### src/hw/rtl/dvrt_pkg.sv
package dvrt_pkg;

    localparam int ADDR_W = 5;
    localparam int DATA_W = 32;
    localparam int PCNT_W = 3;

    localparam logic [1:0] OP_UPDATE   = 2'd0;
    localparam logic [1:0] OP_PERIODIC = 2'd1;
    localparam logic [1:0] OP_CHECK    = 2'd2;
    localparam logic [1:0] OP_UNUSED   = 2'd3;

    localparam logic [2:0] REG_INFINITY_COST = 3'd0;
    localparam logic [2:0] REG_SPLIT_HORIZON = 3'd1;
    localparam logic [2:0] REG_POISON_REV    = 3'd2;
    localparam logic [2:0] REG_SELF_NODE     = 3'd3;
    localparam logic [2:0] REG_PORTS_IN_USE  = 3'd4;
    localparam logic [2:0] REG_PEER_TIMEOUT  = 3'd5;

    localparam logic [7:0]  RST_INFINITY_COST = 8'd16;
    localparam logic [2:0]  RST_PORTS_IN_USE  = 3'd4;
    localparam logic [31:0] RST_PEER_TIMEOUT  = 32'd1000;

    typedef struct packed {
        logic [7:0]  infinity_cost;
        logic        split_horizon_on;
        logic        poison_reverse_on;
        logic [3:0]  self_node_id;
        logic [2:0]  ports_in_use;
        logic [31:0] peer_timeout;
    } cfg_t;

    typedef struct packed {
        logic route_set;
        logic route_drop;
        logic peer_stamp;
        logic peer_fail;
    } tbl_cmd_t;

endpackage

### src/hw/rtl/dvrt_if.sv
interface dvrt_req_if;
    logic        valid;
    logic        ready;
    logic [1:0]  operation;
    logic [1:0]  arrival_port;
    logic [3:0]  target_node;
    logic [7:0]  advertised_cost;
    logic [31:0] time_now;

    modport source (
        output valid, operation, arrival_port, target_node, advertised_cost, time_now,
        input  ready
    );
    modport sink (
        input  valid, operation, arrival_port, target_node, advertised_cost, time_now,
        output ready
    );
endinterface

interface dvrt_adv_if;
    logic       valid;
    logic       ready;
    logic [1:0] out_port;
    logic [3:0] adv_node;
    logic [7:0] adv_cost;
    logic       last_of_run;

    modport source (
        output valid, out_port, adv_node, adv_cost, last_of_run,
        input  ready
    );
    modport sink (
        input  valid, out_port, adv_node, adv_cost, last_of_run,
        output ready
    );
endinterface

### src/hw/rtl/distance_vector_route_table.sv
// channel   dir  handshake     payload
// req       in   valid/ready   operation, arrival_port, target_node, advertised_cost, time_now
// adv       out  valid/ready   out_port, adv_node, adv_cost, last_of_run
// apb       in   psel/penable  paddr, pwdata, prdata, pready (always 1)
//
// Update: looks up the target node; when the route changes, walks the min(ports_in_use, 4) ports to advertise it.
// Periodic: walks every node and advertises each valid route and the self node on those ports.
// Check: ages each seen port; for each failed port, walks every node and drops and advertises
// each route through that port.
// A single sequencer walks the table entry by entry; it takes a new request only when idle.
// Reset clears control state and valid bits at once; no clearing pass.
// A one-word pending stage and the output register hold words; the walk stalls when both are full.
module distance_vector_route_table #(
    parameter int NODE_COUNT = 16,
    parameter int PORT_COUNT = 4,
    parameter int COST_BITS  = 8
) (
    input  logic                        clk,
    input  logic                        rst_n,
    dvrt_req_if.sink                    req,
    dvrt_adv_if.source                  adv,
    input  logic                        psel,
    input  logic                        penable,
    input  logic                        pwrite,
    input  logic [dvrt_pkg::ADDR_W-1:0] paddr,
    input  logic [dvrt_pkg::DATA_W-1:0] pwdata,
    output logic [dvrt_pkg::DATA_W-1:0] prdata,
    output logic                        pready
);

    localparam int NW = $clog2(NODE_COUNT);
    localparam int PW = (PORT_COUNT > 1) ? $clog2(PORT_COUNT) : 1;

    dvrt_pkg::cfg_t      cfg;
    dvrt_pkg::tbl_cmd_t  cmd;
    logic [NW-1:0]        route_addr;
    logic [PW-1:0]        route_wport;
    logic [COST_BITS-1:0] route_wcost;
    logic                 route_valid;
    logic [PW-1:0]        route_hop;
    logic [COST_BITS-1:0] route_cost;
    logic [PW-1:0]        peer_addr;
    logic [31:0]          peer_wtime;
    logic                 peer_valid;
    logic [31:0]          peer_time;

    dvrt_cfg u_cfg (
        .clk     (clk),
        .rst_n   (rst_n),
        .psel    (psel),
        .penable (penable),
        .pwrite  (pwrite),
        .paddr   (paddr),
        .pwdata  (pwdata),
        .prdata  (prdata),
        .pready  (pready),
        .cfg     (cfg)
    );

    dvrt_table #(
        .NODE_COUNT (NODE_COUNT),
        .PORT_COUNT (PORT_COUNT),
        .COST_BITS  (COST_BITS)
    ) u_table (
        .clk         (clk),
        .rst_n       (rst_n),
        .cmd         (cmd),
        .route_addr  (route_addr),
        .route_wport (route_wport),
        .route_wcost (route_wcost),
        .route_valid (route_valid),
        .route_hop   (route_hop),
        .route_cost  (route_cost),
        .peer_addr   (peer_addr),
        .peer_wtime  (peer_wtime),
        .peer_valid  (peer_valid),
        .peer_time   (peer_time)
    );

    dvrt_ctrl #(
        .NODE_COUNT (NODE_COUNT),
        .PORT_COUNT (PORT_COUNT),
        .COST_BITS  (COST_BITS)
    ) u_ctrl (
        .clk         (clk),
        .rst_n       (rst_n),
        .cfg         (cfg),
        .req         (req),
        .adv         (adv),
        .cmd         (cmd),
        .route_addr  (route_addr),
        .route_wport (route_wport),
        .route_wcost (route_wcost),
        .route_valid (route_valid),
        .route_hop   (route_hop),
        .route_cost  (route_cost),
        .peer_addr   (peer_addr),
        .peer_wtime  (peer_wtime),
        .peer_valid  (peer_valid),
        .peer_time   (peer_time)
    );

endmodule

### src/hw/rtl/dvrt_cfg.sv
module dvrt_cfg (
    input  logic                        clk,
    input  logic                        rst_n,
    input  logic                        psel,
    input  logic                        penable,
    input  logic                        pwrite,
    input  logic [dvrt_pkg::ADDR_W-1:0] paddr,
    input  logic [dvrt_pkg::DATA_W-1:0] pwdata,
    output logic [dvrt_pkg::DATA_W-1:0] prdata,
    output logic                        pready,
    output dvrt_pkg::cfg_t              cfg
);

    dvrt_pkg::cfg_t cfg_reg;
    dvrt_pkg::cfg_t cfg_next;
    logic [2:0]     reg_idx;
    logic           wr_en;

    assign reg_idx = paddr[4:2];
    assign wr_en   = psel && penable && pwrite;
    assign pready  = 1'b1;
    assign cfg     = cfg_reg;

    always_comb
    begin
        cfg_next = cfg_reg;
        if (wr_en)
        begin
            unique case (reg_idx)
                dvrt_pkg::REG_INFINITY_COST: cfg_next.infinity_cost     = pwdata[7:0];
                dvrt_pkg::REG_SPLIT_HORIZON: cfg_next.split_horizon_on  = pwdata[0];
                dvrt_pkg::REG_POISON_REV:    cfg_next.poison_reverse_on = pwdata[0];
                dvrt_pkg::REG_SELF_NODE:     cfg_next.self_node_id      = pwdata[3:0];
                dvrt_pkg::REG_PORTS_IN_USE:  cfg_next.ports_in_use      = pwdata[2:0];
                dvrt_pkg::REG_PEER_TIMEOUT:  cfg_next.peer_timeout      = pwdata;
                default:                     cfg_next = cfg_reg;
            endcase
        end
    end

    always_comb
    begin
        unique case (reg_idx)
            dvrt_pkg::REG_INFINITY_COST: prdata = 32'(cfg_reg.infinity_cost);
            dvrt_pkg::REG_SPLIT_HORIZON: prdata = 32'(cfg_reg.split_horizon_on);
            dvrt_pkg::REG_POISON_REV:    prdata = 32'(cfg_reg.poison_reverse_on);
            dvrt_pkg::REG_SELF_NODE:     prdata = 32'(cfg_reg.self_node_id);
            dvrt_pkg::REG_PORTS_IN_USE:  prdata = 32'(cfg_reg.ports_in_use);
            dvrt_pkg::REG_PEER_TIMEOUT:  prdata = cfg_reg.peer_timeout;
            default:                     prdata = '0;
        endcase
    end

    always_ff @(posedge clk or negedge rst_n)
    begin
        if (!rst_n)
        begin
            cfg_reg.infinity_cost     <= dvrt_pkg::RST_INFINITY_COST;
            cfg_reg.split_horizon_on  <= 1'b0;
            cfg_reg.poison_reverse_on <= 1'b0;
            cfg_reg.self_node_id      <= 4'd0;
            cfg_reg.ports_in_use      <= dvrt_pkg::RST_PORTS_IN_USE;
            cfg_reg.peer_timeout      <= dvrt_pkg::RST_PEER_TIMEOUT;
        end
        else
        begin
            cfg_reg <= cfg_next;
        end
    end

endmodule

### src/hw/rtl/dvrt_table.sv
module dvrt_table #(
    parameter int NODE_COUNT = 16,
    parameter int PORT_COUNT = 4,
    parameter int COST_BITS  = 8,
    localparam int NW = $clog2(NODE_COUNT),
    localparam int PW = (PORT_COUNT > 1) ? $clog2(PORT_COUNT) : 1
) (
    input  logic                 clk,
    input  logic                 rst_n,
    input  dvrt_pkg::tbl_cmd_t   cmd,
    input  logic [NW-1:0]        route_addr,
    input  logic [PW-1:0]        route_wport,
    input  logic [COST_BITS-1:0] route_wcost,
    output logic                 route_valid,
    output logic [PW-1:0]        route_hop,
    output logic [COST_BITS-1:0] route_cost,
    input  logic [PW-1:0]        peer_addr,
    input  logic [31:0]          peer_wtime,
    output logic                 peer_valid,
    output logic [31:0]          peer_time
);

    logic [NODE_COUNT-1:0] route_valid_reg;
    logic [PW-1:0]         route_hop_reg  [NODE_COUNT];
    logic [COST_BITS-1:0]  route_cost_reg [NODE_COUNT];
    logic [PORT_COUNT-1:0] peer_valid_reg;
    logic [31:0]           peer_time_reg  [PORT_COUNT];

    assign route_valid = route_valid_reg[route_addr];
    assign route_hop   = route_hop_reg[route_addr];
    assign route_cost  = route_cost_reg[route_addr];
    assign peer_valid  = peer_valid_reg[peer_addr];
    assign peer_time   = peer_time_reg[peer_addr];

    always_ff @(posedge clk or negedge rst_n)
    begin
        if (!rst_n)
        begin
            route_valid_reg <= '0;
            peer_valid_reg  <= '0;
        end
        else
        begin
            if (cmd.route_drop)
            begin
                route_valid_reg[route_addr] <= 1'b0;
            end
            else if (cmd.route_set)
            begin
                route_valid_reg[route_addr] <= 1'b1;
            end
            if (cmd.peer_fail)
            begin
                peer_valid_reg[peer_addr] <= 1'b0;
            end
            else if (cmd.peer_stamp)
            begin
                peer_valid_reg[peer_addr] <= 1'b1;
            end
        end
    end

    always_ff @(posedge clk)
    begin
        if (cmd.route_set)
        begin
            route_hop_reg[route_addr]  <= route_wport;
            route_cost_reg[route_addr] <= route_wcost;
        end
        if (cmd.peer_stamp)
        begin
            peer_time_reg[peer_addr] <= peer_wtime;
        end
    end

endmodule

### src/hw/rtl/dvrt_ctrl.sv
module dvrt_ctrl #(
    parameter int NODE_COUNT = 16,
    parameter int PORT_COUNT = 4,
    parameter int COST_BITS  = 8,
    localparam int NW = $clog2(NODE_COUNT),
    localparam int PW = (PORT_COUNT > 1) ? $clog2(PORT_COUNT) : 1
) (
    input  logic                 clk,
    input  logic                 rst_n,
    input  dvrt_pkg::cfg_t       cfg,
    dvrt_req_if.sink             req,
    dvrt_adv_if.source           adv,
    output dvrt_pkg::tbl_cmd_t   cmd,
    output logic [NW-1:0]        route_addr,
    output logic [PW-1:0]        route_wport,
    output logic [COST_BITS-1:0] route_wcost,
    input  logic                 route_valid,
    input  logic [PW-1:0]        route_hop,
    input  logic [COST_BITS-1:0] route_cost,
    output logic [PW-1:0]        peer_addr,
    output logic [31:0]          peer_wtime,
    input  logic                 peer_valid,
    input  logic [31:0]          peer_time
);

    localparam int CMW      = (COST_BITS > 8) ? COST_BITS : 8;
    localparam int COST_MAX = (1 << COST_BITS) - 1;

    typedef enum logic [7:0] {
        S_IDLE  = 8'b0000_0001,
        S_UPD   = 8'b0000_0010,
        S_NODE  = 8'b0000_0100,
        S_STEP  = 8'b0000_1000,
        S_AGE   = 8'b0001_0000,
        S_CMP   = 8'b0010_0000,
        S_PORT  = 8'b0100_0000,
        S_FLUSH = 8'b1000_0000
    } state_t;

    state_t                        state_reg, state_next;
    logic [1:0]                    op_reg, op_next;
    logic [1:0]                    port_reg, port_next;
    logic [3:0]                    node_reg, node_next;
    logic [7:0]                    advc_reg, advc_next;
    logic [31:0]                   now_reg, now_next;
    logic [NW-1:0]                 n_reg, n_next;
    logic [PW-1:0]                 cp_reg, cp_next;
    logic [31:0]                   age_reg, age_next;
    logic [dvrt_pkg::PCNT_W-1:0]   p_reg, p_next;
    logic [NW-1:0]                 ctx_node_reg, ctx_node_next;
    logic                          ctx_hop_vld_reg, ctx_hop_vld_next;
    logic [PW-1:0]                 ctx_hop_reg, ctx_hop_next;
    logic [7:0]                    ctx_cost_reg, ctx_cost_next;
    logic                          pend_valid_reg, pend_valid_next;
    logic [1:0]                    pend_port_reg, pend_port_next;
    logic [3:0]                    pend_node_reg, pend_node_next;
    logic [7:0]                    pend_cost_reg, pend_cost_next;
    logic                          out_valid_reg, out_valid_next;
    logic [1:0]                    out_port_reg, out_port_next;
    logic [3:0]                    out_node_reg, out_node_next;
    logic [7:0]                    out_cost_reg, out_cost_next;
    logic                          out_last_reg, out_last_next;

    logic                          accept;
    logic                          out_free;
    logic [dvrt_pkg::PCNT_W-1:0]   nports;
    logic [CMW:0]                  adv_ext;
    logic [CMW:0]                  cost_wide;
    logic [COST_BITS-1:0]          new_cost;
    logic [CMW-1:0]                new_cost_x;
    logic [CMW-1:0]                route_cost_x;
    logic [CMW-1:0]                inf_x;
    logic                          node_ok;
    logic                          port_ok;
    logic                          is_self;
    logic                          node_last;
    logic                          port_last;
    logic                          hop_match;
    logic                          emit;
    logic [7:0]                    emit_cost;

    assign accept    = req.valid && req.ready;
    assign req.ready = (state_reg == S_IDLE);
    assign out_free  = !out_valid_reg || adv.ready;

    assign adv.valid       = out_valid_reg;
    assign adv.out_port    = out_port_reg;
    assign adv.adv_node    = out_node_reg;
    assign adv.adv_cost    = out_cost_reg;
    assign adv.last_of_run = out_last_reg;

    assign nports = (cfg.ports_in_use > dvrt_pkg::PCNT_W'(PORT_COUNT))
                    ? dvrt_pkg::PCNT_W'(PORT_COUNT) : cfg.ports_in_use;

    assign adv_ext      = (CMW + 1)'(advc_reg);
    assign cost_wide    = (adv_ext >= (CMW + 1)'(COST_MAX)) ? (CMW + 1)'(COST_MAX)
                          : adv_ext + (CMW + 1)'(1);
    assign new_cost     = cost_wide[COST_BITS-1:0];
    assign new_cost_x   = CMW'(new_cost);
    assign route_cost_x = CMW'(route_cost);
    assign inf_x        = CMW'(cfg.infinity_cost);

    assign node_ok   = ({1'b0, node_reg} < 5'(NODE_COUNT))
                       && (node_reg != cfg.self_node_id);
    assign port_ok   = ({1'b0, port_reg} < 3'(PORT_COUNT));
    assign is_self   = (4'(n_reg) == cfg.self_node_id);
    assign node_last = (n_reg == NW'(NODE_COUNT - 1));
    assign port_last = (cp_reg == PW'(PORT_COUNT - 1));

    assign hop_match = ctx_hop_vld_reg && (dvrt_pkg::PCNT_W'(ctx_hop_reg) == p_reg);
    assign emit      = !(hop_match && cfg.split_horizon_on);
    assign emit_cost = (hop_match && cfg.poison_reverse_on) ? cfg.infinity_cost
                       : ctx_cost_reg;

    assign route_addr  = (state_reg == S_UPD) ? node_reg[NW-1:0] : n_reg;
    assign peer_addr   = (state_reg == S_UPD) ? port_reg[PW-1:0] : cp_reg;
    assign route_wport = port_reg[PW-1:0];
    assign route_wcost = new_cost;
    assign peer_wtime  = now_reg;

    always_comb
    begin
        state_next       = state_reg;
        op_next          = op_reg;
        port_next        = port_reg;
        node_next        = node_reg;
        advc_next        = advc_reg;
        now_next         = now_reg;
        n_next           = n_reg;
        cp_next          = cp_reg;
        age_next         = age_reg;
        p_next           = p_reg;
        ctx_node_next    = ctx_node_reg;
        ctx_hop_vld_next = ctx_hop_vld_reg;
        ctx_hop_next     = ctx_hop_reg;
        ctx_cost_next    = ctx_cost_reg;
        pend_valid_next  = pend_valid_reg;
        pend_port_next   = pend_port_reg;
        pend_node_next   = pend_node_reg;
        pend_cost_next   = pend_cost_reg;
        out_valid_next   = adv.ready ? 1'b0 : out_valid_reg;
        out_port_next    = out_port_reg;
        out_node_next    = out_node_reg;
        out_cost_next    = out_cost_reg;
        out_last_next    = out_last_reg;
        cmd              = '0;

        unique case (state_reg)
            S_IDLE:
            begin
                if (accept)
                begin
                    op_next   = req.operation;
                    port_next = req.arrival_port;
                    node_next = req.target_node;
                    advc_next = req.advertised_cost;
                    now_next  = req.time_now;
                    n_next    = '0;
                    cp_next   = '0;
                    priority if (req.operation == dvrt_pkg::OP_UPDATE)
                    begin
                        state_next = S_UPD;
                    end
                    else if (req.operation == dvrt_pkg::OP_PERIODIC)
                    begin
                        state_next = S_NODE;
                    end
                    else if (req.operation == dvrt_pkg::OP_CHECK)
                    begin
                        state_next = S_AGE;
                    end
                    else
                    begin
                        state_next = S_IDLE;
                    end
                end
            end

            S_UPD:
            begin
                state_next       = S_FLUSH;
                p_next           = '0;
                ctx_node_next    = node_reg[NW-1:0];
                ctx_hop_vld_next = 1'b1;
                ctx_hop_next     = port_reg[PW-1:0];
                ctx_cost_next    = new_cost_x[7:0];
                if (port_ok)
                begin
                    cmd.peer_stamp = 1'b1;
                    if (node_ok)
                    begin
                        priority if (!route_valid)
                        begin
                            if (new_cost_x < inf_x)
                            begin
                                cmd.route_set = 1'b1;
                                state_next    = S_PORT;
                            end
                        end
                        else if (new_cost < route_cost)
                        begin
                            cmd.route_set = 1'b1;
                            state_next    = S_PORT;
                        end
                        else if (new_cost > route_cost && route_hop == port_reg[PW-1:0])
                        begin
                            cmd.route_set  = 1'b1;
                            cmd.route_drop = (new_cost_x >= inf_x);
                            state_next     = S_PORT;
                        end
                        else
                        begin
                            state_next = S_FLUSH;
                        end
                    end
                end
            end

            S_NODE:
            begin
                p_next        = '0;
                ctx_node_next = n_reg;
                state_next    = S_STEP;
                if (op_reg == dvrt_pkg::OP_PERIODIC)
                begin
                    priority if (is_self)
                    begin
                        ctx_hop_vld_next = 1'b0;
                        ctx_hop_next     = '0;
                        ctx_cost_next    = 8'd0;
                        state_next       = S_PORT;
                    end
                    else if (route_valid)
                    begin
                        ctx_hop_vld_next = 1'b1;
                        ctx_hop_next     = route_hop;
                        ctx_cost_next    = route_cost_x[7:0];
                        state_next       = S_PORT;
                    end
                    else
                    begin
                        state_next = S_STEP;
                    end
                end
                else if (!is_self && route_valid && route_hop == cp_reg)
                begin
                    cmd.route_drop   = 1'b1;
                    ctx_hop_vld_next = 1'b1;
                    ctx_hop_next     = cp_reg;
                    ctx_cost_next    = cfg.infinity_cost;
                    state_next       = S_PORT;
                end
            end

            S_STEP:
            begin
                if (!node_last)
                begin
                    n_next     = n_reg + NW'(1);
                    state_next = S_NODE;
                end
                else if (op_reg == dvrt_pkg::OP_PERIODIC || port_last)
                begin
                    state_next = S_FLUSH;
                end
                else
                begin
                    cp_next    = cp_reg + PW'(1);
                    state_next = S_AGE;
                end
            end

            S_AGE:
            begin
                if (peer_valid)
                begin
                    age_next   = now_reg - peer_time;
                    state_next = S_CMP;
                end
                else if (port_last)
                begin
                    state_next = S_FLUSH;
                end
                else
                begin
                    cp_next = cp_reg + PW'(1);
                end
            end

            S_CMP:
            begin
                if (age_reg > cfg.peer_timeout)
                begin
                    cmd.peer_fail = 1'b1;
                    n_next        = '0;
                    state_next    = S_NODE;
                end
                else if (port_last)
                begin
                    state_next = S_FLUSH;
                end
                else
                begin
                    cp_next    = cp_reg + PW'(1);
                    state_next = S_AGE;
                end
            end

            S_PORT:
            begin
                if (p_reg >= nports)
                begin
                    state_next = (op_reg == dvrt_pkg::OP_UPDATE) ? S_FLUSH : S_STEP;
                end
                else if (!emit)
                begin
                    p_next = p_reg + dvrt_pkg::PCNT_W'(1);
                end
                else if (!pend_valid_reg || out_free)
                begin
                    if (pend_valid_reg)
                    begin
                        out_valid_next = 1'b1;
                        out_port_next  = pend_port_reg;
                        out_node_next  = pend_node_reg;
                        out_cost_next  = pend_cost_reg;
                        out_last_next  = 1'b0;
                    end
                    pend_valid_next = 1'b1;
                    pend_port_next  = p_reg[1:0];
                    pend_node_next  = 4'(ctx_node_reg);
                    pend_cost_next  = emit_cost;
                    p_next          = p_reg + dvrt_pkg::PCNT_W'(1);
                end
            end

            S_FLUSH:
            begin
                if (!pend_valid_reg)
                begin
                    state_next = S_IDLE;
                end
                else if (out_free)
                begin
                    out_valid_next  = 1'b1;
                    out_port_next   = pend_port_reg;
                    out_node_next   = pend_node_reg;
                    out_cost_next   = pend_cost_reg;
                    out_last_next   = 1'b1;
                    pend_valid_next = 1'b0;
                    state_next      = S_IDLE;
                end
            end

            default:
            begin
                state_next = S_IDLE;
            end
        endcase
    end

    always_ff @(posedge clk or negedge rst_n)
    begin
        if (!rst_n)
        begin
            state_reg      <= S_IDLE;
            pend_valid_reg <= 1'b0;
            out_valid_reg  <= 1'b0;
        end
        else
        begin
            state_reg      <= state_next;
            pend_valid_reg <= pend_valid_next;
            out_valid_reg  <= out_valid_next;
        end
    end

    always_ff @(posedge clk)
    begin
        op_reg          <= op_next;
        port_reg        <= port_next;
        node_reg        <= node_next;
        advc_reg        <= advc_next;
        now_reg         <= now_next;
        n_reg           <= n_next;
        cp_reg          <= cp_next;
        age_reg         <= age_next;
        p_reg           <= p_next;
        ctx_node_reg    <= ctx_node_next;
        ctx_hop_vld_reg <= ctx_hop_vld_next;
        ctx_hop_reg     <= ctx_hop_next;
        ctx_cost_reg    <= ctx_cost_next;
        pend_port_reg   <= pend_port_next;
        pend_node_reg   <= pend_node_next;
        pend_cost_reg   <= pend_cost_next;
        out_port_reg    <= out_port_next;
        out_node_reg    <= out_node_next;
        out_cost_reg    <= out_cost_next;
        out_last_reg    <= out_last_next;
    end

endmodule

### src/flat_wrapper.sv
// flat-port wrapper written by rule: the top's interface ports become plain ports
module distance_vector_route_table_flat 
#(
    parameter int NODE_COUNT = 16,
    parameter int PORT_COUNT = 4,
    parameter int COST_BITS  = 8
)
  (clk, rst_n, psel, penable, pwrite, paddr, pwdata, prdata, pready, req_valid, req_operation, req_arrival_port, req_target_node, req_advertised_cost, req_time_now, req_ready, adv_valid, adv_out_port, adv_adv_node, adv_adv_cost, adv_last_of_run, adv_ready);
  dvrt_req_if req_i ();
  dvrt_adv_if adv_i ();
  input  logic clk;
  input  logic rst_n;
  input  logic psel;
  input  logic penable;
  input  logic pwrite;
  input  logic [dvrt_pkg::ADDR_W-1:0] paddr;
  input  logic [dvrt_pkg::DATA_W-1:0] pwdata;
  output logic [dvrt_pkg::DATA_W-1:0] prdata;
  output logic pready;
  input wire logic [$bits(req_i.valid)-1:0] req_valid;
  input wire logic [$bits(req_i.operation)-1:0] req_operation;
  input wire logic [$bits(req_i.arrival_port)-1:0] req_arrival_port;
  input wire logic [$bits(req_i.target_node)-1:0] req_target_node;
  input wire logic [$bits(req_i.advertised_cost)-1:0] req_advertised_cost;
  input wire logic [$bits(req_i.time_now)-1:0] req_time_now;
  output wire logic [$bits(req_i.ready)-1:0] req_ready;
  output wire logic [$bits(adv_i.valid)-1:0] adv_valid;
  output wire logic [$bits(adv_i.out_port)-1:0] adv_out_port;
  output wire logic [$bits(adv_i.adv_node)-1:0] adv_adv_node;
  output wire logic [$bits(adv_i.adv_cost)-1:0] adv_adv_cost;
  output wire logic [$bits(adv_i.last_of_run)-1:0] adv_last_of_run;
  input wire logic [$bits(adv_i.ready)-1:0] adv_ready;
  assign req_i.valid = req_valid;
  assign req_i.operation = req_operation;
  assign req_i.arrival_port = req_arrival_port;
  assign req_i.target_node = req_target_node;
  assign req_i.advertised_cost = req_advertised_cost;
  assign req_i.time_now = req_time_now;
  assign req_ready = req_i.ready;
  assign adv_valid = adv_i.valid;
  assign adv_out_port = adv_i.out_port;
  assign adv_adv_node = adv_i.adv_node;
  assign adv_adv_cost = adv_i.adv_cost;
  assign adv_last_of_run = adv_i.last_of_run;
  assign adv_i.ready = adv_ready;
  distance_vector_route_table #(.NODE_COUNT(NODE_COUNT), .PORT_COUNT(PORT_COUNT), .COST_BITS(COST_BITS)) u_core (.clk(clk), .rst_n(rst_n), .req(req_i), .adv(adv_i), .psel(psel), .penable(penable), .pwrite(pwrite), .paddr(paddr), .pwdata(pwdata), .prdata(prdata), .pready(pready));
endmodule
### config.mk
export PLATFORM = sky130hd
export DESIGN_NAME = distance_vector_route_table_flat
export DESIGN_NICKNAME = d
export VERILOG_FILES = /design/src/hw/rtl/dvrt_pkg.sv /design/src/hw/rtl/dvrt_if.sv /design/src/hw/rtl/distance_vector_route_table.sv /design/src/hw/rtl/dvrt_cfg.sv /design/src/hw/rtl/dvrt_table.sv /design/src/hw/rtl/dvrt_ctrl.sv /design/src/flat_wrapper.sv
export SDC_FILE = /design/constraint.sdc
export NUM_CORES = 1
export LEC_CHECK = 0
export ABC_AREA = 1
export BUFFER_PORTS_ARGS = -buffer_cell sky130_fd_sc_hd__buf_2
export CORE_ASPECT_RATIO = 1.75
export CORE_MARGIN = 4
export CORE_UTILIZATION = 53
export CTS_BUF_LIST = sky130_fd_sc_hd__clkbuf_4
export DETAILED_ROUTE_END_ITERATION = 12
export GPL_TIMING_DRIVEN = 0
export PLACE_DENSITY_LB_ADDON = 0.1
export SYNTH_ARGS = -nofsm -noshare
export SYNTH_HDL_FRONTEND = slang
export SYNTH_SLANG_ARGS = --single-unit
### constraint.sdc
create_clock -name clk -period 4.8 [get_ports clk]
set_clock_uncertainty 0.2 [all_clocks]
set_input_delay 0.24 -clock clk [delete_from_list [all_inputs] [get_ports clk]]
set_output_delay 0.24 -clock clk [all_outputs]
set_load 0.05 [all_outputs]
=== Word level (Yosys, flattened, before mapping) ===
Memory sizes are Yosys's and may differ from the RTL's.
Cells that the tools add are included.

* Bits in registers: 212
* RAM bits: 288
* Input port bits: 92
* Word-level logic and storage cells: 278
* Memories: 3

{| class="wikitable"
|+ Memory list
! memory !! words !! bits a word !! rd ports !! clocked after memory_dff !! wr ports !! RTL line !! RTL
|-
| u_core.u_table.peer_time_reg || 4 || 32 || 1 || 0 || 1 || dvrt_table.sv:27 || <nowiki>logic [31:0] peer_time_reg [PORT_COUNT];</nowiki>
|-
| u_core.u_table.route_cost_reg || 16 || 8 || 1 || 0 || 1 || dvrt_table.sv:25 || <nowiki>logic [COST_BITS-1:0] route_cost_reg [NODE_COUNT];</nowiki>
|-
| u_core.u_table.route_hop_reg || 16 || 2 || 1 || 0 || 1 || dvrt_table.sv:24 || <nowiki>logic [PW-1:0] route_hop_reg [NODE_COUNT];</nowiki>
|}

* $add $sub $neg: 5
* $lt $le $gt $ge: 12
* Equality and inequality tests: 42
* Multiplexer cells: 133
* Bitwise operators: 8
* Reductions and logical operators: 44

{| class="wikitable"
|+ Operators with widths
! kind !! number
|-
| $mux 8 || 29
|-
| $pmux 32 s6 || 1
|-
| $pmux 8 s8 || 1
|-
| $mux 4 || 12
|-
| $mux 1 || 41
|-
| $mux 2 || 19
|-
| $gt 32x32->1 || 1
|-
| $mux 16 || 2
|-
| $pmux 8 s2 || 2
|-
| $sub 32x32->32 || 1
|-
| $ne 2x2->1 const B || 13
|-
| $mux 7 || 3
|-
| $and 16x16->16 || 1
|-
| $lt 8x8->1 || 2
|-
| $not 16->16 || 1
|-
| $or 16x16->16 || 1
|-
| $pmux 4 s2 || 2
|-
| $reduce_and 2->1 || 8
|-
| $reduce_and 4->1 || 4
|-
| $mux 5 || 3
|-
| $mux 3 || 4
|-
| $pmux 4 s3 || 1
|-
| $logic_and 1x1->1 || 11
|-
| $pmux 1 s2 || 5
|-
| 57 further kinds || 76
|}

=== Depth between registers and ports, before layout ===
An unclocked memory read counts as a cell.

* Depth after elaboration: 12
* Gate-level depth with buffers: 29
* Mapped depth without buffers: 27

=== By module ===
Synthesis repeated with hierarchy kept, for this count alone.

* Cell total of the unflattened synthesis: 2332
* Area total of the unflattened synthesis: 23746.5 um^2

{| class="wikitable"
|+ Modules (own cells, without submodules)
! module !! instances !! cells each !! area each (um^2) !! seq. area each (um^2)
|-
| dvrt_table || 1 || 1062 || 12453.2 || 9148.8
|-
| dvrt_ctrl || 1 || 988 || 9001.1 || 4245.3
|-
| dvrt_cfg || 1 || 282 || 2292.2 || 1236.2
|}

=== Least setup slack after synthesis ===
No wires, ideal clock.

* Path type: reg-to-reg
* Start: register u_core.u_ctrl.state_reg[6]
* End: register u_core.u_ctrl.advc_reg[0] (enable)
* Data arrival time: 4.903 ns
* Setup slack: -0.756 ns
* Stages on the path, launching flop included: 8
* Period minus slack after synthesis: 5.556 ns
* Path through: dfrtp_1 -> inv_2 -> nand2_4 -> nor2_8 -> inv_1 -> nor4_1 -> inv_1 -> nor2_1

* Cells in the longest elaborated chain, start to end: 3

{| class="wikitable"
|+ RTL lines
! element !! RTL line !! RTL
|-
| start: declaration || dvrt_ctrl.sv:40 || <nowiki>state_t state_reg, state_next;</nowiki>
|-
| start signal: assignment || dvrt_ctrl.sv:372 || <nowiki>state_reg <= state_next;</nowiki>
|-
| $eq 8x1->1 (*) || dvrt_ctrl.sv:83 || <nowiki>assign req.ready = (state_reg == S_IDLE);</nowiki>
|-
| named net req_ready || flat_wrapper.sv:26 || <nowiki>output wire logic [$bits(req_i.ready)-1:0] req_ready;</nowiki>
|-
| $logic_and 1x1->1 || dvrt_ctrl.sv:82 || <nowiki>assign accept = req.valid && req.ready;</nowiki>
|-
| $reduce_and 2->1 (no source line) (*) || n/a ||
|-
| end signal: assignment || dvrt_ctrl.sv:383 || <nowiki>advc_reg <= advc_next;</nowiki>
|-
| end: declaration || dvrt_ctrl.sv:44 || <nowiki>logic [7:0] advc_reg, advc_next;</nowiki>
|}

Mark *: on every way through the listed nets, which the timed path passes. The rest lies on a longest branch.
A chain may end at the register's enable or synchronous reset.

=== Final worst setup path ===
* Start: register u_core.u_ctrl.state_reg[4]
* End: memory u_core.u_table.route_hop_reg[11][1] in the netlist's numbering (enable)

* Cells in the longest elaborated chain, start to end: 12
* Elaborated cells on any way between the ends: 17
* Classes of those cells: 2 x order compare; 2 x eq/ne; 10 x mux; 1 x reduce/logical; 2 x memory

{| class="wikitable"
|+ RTL lines
! element !! RTL line !! RTL
|-
| $eq 8x2->1 (*) || dvrt_ctrl.sv:115, dvrt_ctrl.sv:148 ||
|-
| $mux 4 || dvrt_ctrl.sv:115 || <nowiki>assign route_addr = (state_reg == S_UPD) ? node_reg[NW-1:0] : n_reg;</nowiki>
|-
| $mem_v2 16x8 or $mem_v2 16x2 (tied branches) || n/a ||
|-
| $gt 8x8->1 or $eq 2x2->1 (tied branches) || dvrt_ctrl.sv:205 || <nowiki>else if (new_cost > route_cost && route_hop == port_reg[PW-1:0])</nowiki>
|-
| $logic_and 1x1->1 || dvrt_ctrl.sv:205 ||
|-
| $mux 2 || dvrt_ctrl.sv:205 ||
|-
| $mux 1 || dvrt_ctrl.sv:200 || <nowiki>else if (new_cost < route_cost)</nowiki>
|-
| $mux 1 || dvrt_ctrl.sv:192 || <nowiki>priority if (!route_valid)</nowiki>
|-
| $mux 2 || dvrt_ctrl.sv:190 || <nowiki>if (node_ok)</nowiki>
|-
| $mux 1 || dvrt_ctrl.sv:148 || <nowiki>unique case (state_reg)</nowiki>
|-
| $mux 1 || dvrt_table.sv:65 || <nowiki>if (cmd.route_set)</nowiki>
|-
| $mux 1 (implied by the code) || dvrt_table.sv:67 || <nowiki>route_hop_reg[route_addr] <= route_wport;</nowiki>
|-
| end: declaration || dvrt_table.sv:24 ||
|}

Mark *: on every way between the ends. The rest lies on a longest branch, timed or not. The select of a mux whose other input is x is not followed.

==> results.cfg <==
[outcome]
outcome = finished, final reports clean

[clock_network]
cts_tree = yes
cts_made_buffers = 108
cts.sinks = 500
clk_pin_slew_ns = 0.07
cts_root_buf = clkbuf_4
max-clock-path-buffers = 3
cts_max_level = 3
insertion_delay_ns = 0.85

[sta]
fin_crit_sh_pct = 96.6
rsz0062_at_grt = yes
final_hold_viol_count = 0
drv_slew = 0
slew_headroom_pct = 4.32
fin_crit_ns = 4.64
tightest_slew_ns = 1.42
whs_ns = 0.0650
fmax_ghz = 0.216
finalSetupViolCount = 0
fin_tns_setup_ns = 0

[place]
portBuffers = 138
dpl_cell_area_um2 = 24300
globalplace.congestion = 0.919
dpl.hpwl_um = 45700

[synth]
synth.area.top_cells = edfxtp_1 56%, dfrtp_1 7.7%, nand2_1 5.3%
ys.flop_type = edfxtp_1
syn_inst = 1960
synth-seq-area-share_pct = 64.4
ys_ff_latch = 500
synthDominantCellAreaShare_pct = 55.7
yosysMostFrequentCell = edfxtp_1
syn_area_per_cell_um2 = 11.6
synth.top_cells.by_count = 421 x edfxtp_1, 320 x nand2_1, 239 x inv_1, 133 x o21ai_0, 129 x nor2_1
yosysWarnings = 0
synth_top_area_cell = edfxtp_1
synth-async-reset-ratio_pct = 15.8
syn-cell-area_um2 = 22700
ys_types = 60
synthesis.nets = 2139
synth-edff-count = 421

[grt]
grt_pass1_wl_um = 98100
grtUsageMet1_pct = 26.3
grt_pass1_vias = 17900
grt_overflow = 0
grt_max_degree = 39
use_met3_pct = 4.80
grt_usage_pct = 28.2
grt-busiest-layer = met2
antenna_found_initial = 3
use_met2_pct = 54.0

[drt]
routed_wirelength_um = 65100
drc_errors = 0
first_pass_iters = 6
vias = 17100
ant_nets = 0
drtIter0Drc = 1101
wl_per_cell_um = 21.2
drt-vias-per-instance = 5.56

[power]
power_density_nw_per_um2 = 642
leakage_nw = 11.4
irDropWorstVdd_v = 0.000713

[die]
fp.dieW_um = 164
die-area_um2 = 46300
core_um2 = 42400
num_io_pins = 142
die-height_um = 282
row_count = 100
initial_core_util_pct = 53.5

[worst_setup_path]
crit_path_end_kind = register
worstPathMaxFanout = 10
critPathRequiredTime_ns = 5.14
start_kind = register
critPathKind = reg -> reg
arrival_ns = 4.98

[layout]
areaGrowthSynthToFinish_pct = 24.5
fillCellCount = 3216
layout-drive-gt1-share_pct = 20.8
multiInputGateArea_um2 = 7110
register_area_um2 = 14600
fin_area_um2 = 28300
final_nets = 2597

[min_path]
hold_class = in -> reg

[job]
maxCapViolations = 0
## layout make-up
type	count	area share [%]
well taps	561	2.48
inverters	251	3.55
multi-input cells	1154	25.1
clock buffers	156	4.14
repair inverters	3	0.0797
flip-flops and latches	500	51.7
clock inverters	41	1.09
diodes	4	0.0354
repair buffers	347	10.3
plain buffers	53	1.43
## per-stage QoR
stage | total power, mW | std cells | utilization (%) | setup WS [ns]
final | 18.2 | 3070 | 66.7 | 0.162
after global routing | 19.2 | 3070 | 66.7 | -0.0434
after CTS | 18.0 | 3055 | 65.9 | 0.00108
after detailed placement | 14.1 | 2665 | 57.3 | -1.21
after global placement | 13.9 | 2659 | 56.8 | -0.994
after floorplan | 11.2 | 1960 | - | 0.00433
## placed cells by master (no fill, tap or decap), types with 7 or more instances in the layout
cell type and n:
edfxtp_1 421, nand2_1 316, inv_1 221, dlygate4sd3_1 179, clkbuf_4 158, buf_2 144
nor2_1 111, o21ai_0 111, a21oi_1 94, ha_1 86, o22ai_1 79, dfrtp_1 70
nand3_1 32, a221oi_1 30, a22o_1 29, xor2_1 24, clkinv_1 23, buf_4 21
clkinvlp_4 19, nand2_2 16, a22oi_1 16, o21ai_1 16, buf_6 15, nor2_4 15
clkbuf_1 15, xnor2_1 14, nor3_1 14, nand4_1 14, inv_2 12, clkinv_2 12
o21ai_2 12, nor2_2 11, nor4_1 10, a21boi_1 10, buf_12 10, a31oi_1 9
nand4_2 9, dfstp_2 9, nand2_4 7
## logic make-up (layout without fill, tap and decap cells)
logic type      Yosys count  count (layout)  synth area share [%]
fa+ha+maj                87              87                  4.83
buf+inv                 306             851                  5.45
other cells               1               5                0.0165
xor+xnor                 39              39                  1.50
mux                       3               3                 0.149
flops                   500             500                  64.4
simple gates            576             576                  11.5
compound gates          448             448                  12.2
## per-layer routing
| metal | part of all wire, % | routed length, µm | vias to the layer above |
|---|---|---|---|
| li1 | - | - | 7993 |
| met1 | 32 | 20600 | 8251 |
| met2 | 56 | 36500 | 582 |
| met3 | 4.1 | 2660 | 247 |
| met4 | 8.1 | 5290 | 0 |
| met5 | 0 | 0 | - |
## report_power, final
group	internal [mW]	total [mW]	leakage, nW	switching (mW)
Clock	1.77	3.40	0.872	1.63
Combinational	2.77	8.61	5.80	5.84
Sequential	5.79	6.14	4.77	0.356
## critical path, cell delays in order (launching register included)
cell and delay [ns]:
dfrtp_1 0.40, inv_2 0.07, nand2_2 0.11, nor2_8 0.21
nand2_8 0.10, o21ai_4 0.26, buf_8 0.20, nor2_1 0.06
clkinv_2 0.15, o22ai_1 0.09, o21ai_1 0.38, nand2_1 0.18
nor2_4 0.18, inv_1 0.06, ha_1 0.27, nand2_1 0.07
o21ai_1 0.18, a21oi_2 0.10, nor2_2 0.16, nand3_2 0.12
nand2_4 0.14, buf_8 0.18, nand4_2 0.15, clkinvlp_4 0.14
buf_12 0.14
## repair_timing
action	4_1_cts	5_1_grt
pin swaps	6	9
setup endpoints to repair	203	181
setup buffers	12	11
hold endpoints to repair	241	0
resized for setup	88	52
hold buffers	180	0
cloned	1	2
## final timing paths
check	start	end	slack, ns	cells after the start
max	u_core.u_ctrl.state_reg[4]	u_core.u_table.route_hop_reg[11][1]	0.16	24
min reg2reg	u_core.u_ctrl.pend_node_reg[3]	u_core.u_ctrl.adv.adv_node[3]	0.20	0
min	pwdata[0]	u_core.u_cfg.cfg[0]	0.06	4
max in group asynchronous	rst_n	u_core.u_cfg.cfg[7]	3.76	4
max reg2reg	u_core.u_ctrl.state_reg[4]	u_core.u_table.route_hop_reg[11][1]	0.16	24
min in group asynchronous	rst_n	u_core.u_cfg.cfg[34]	0.34	3
Power figures use the tool's default switching activity.
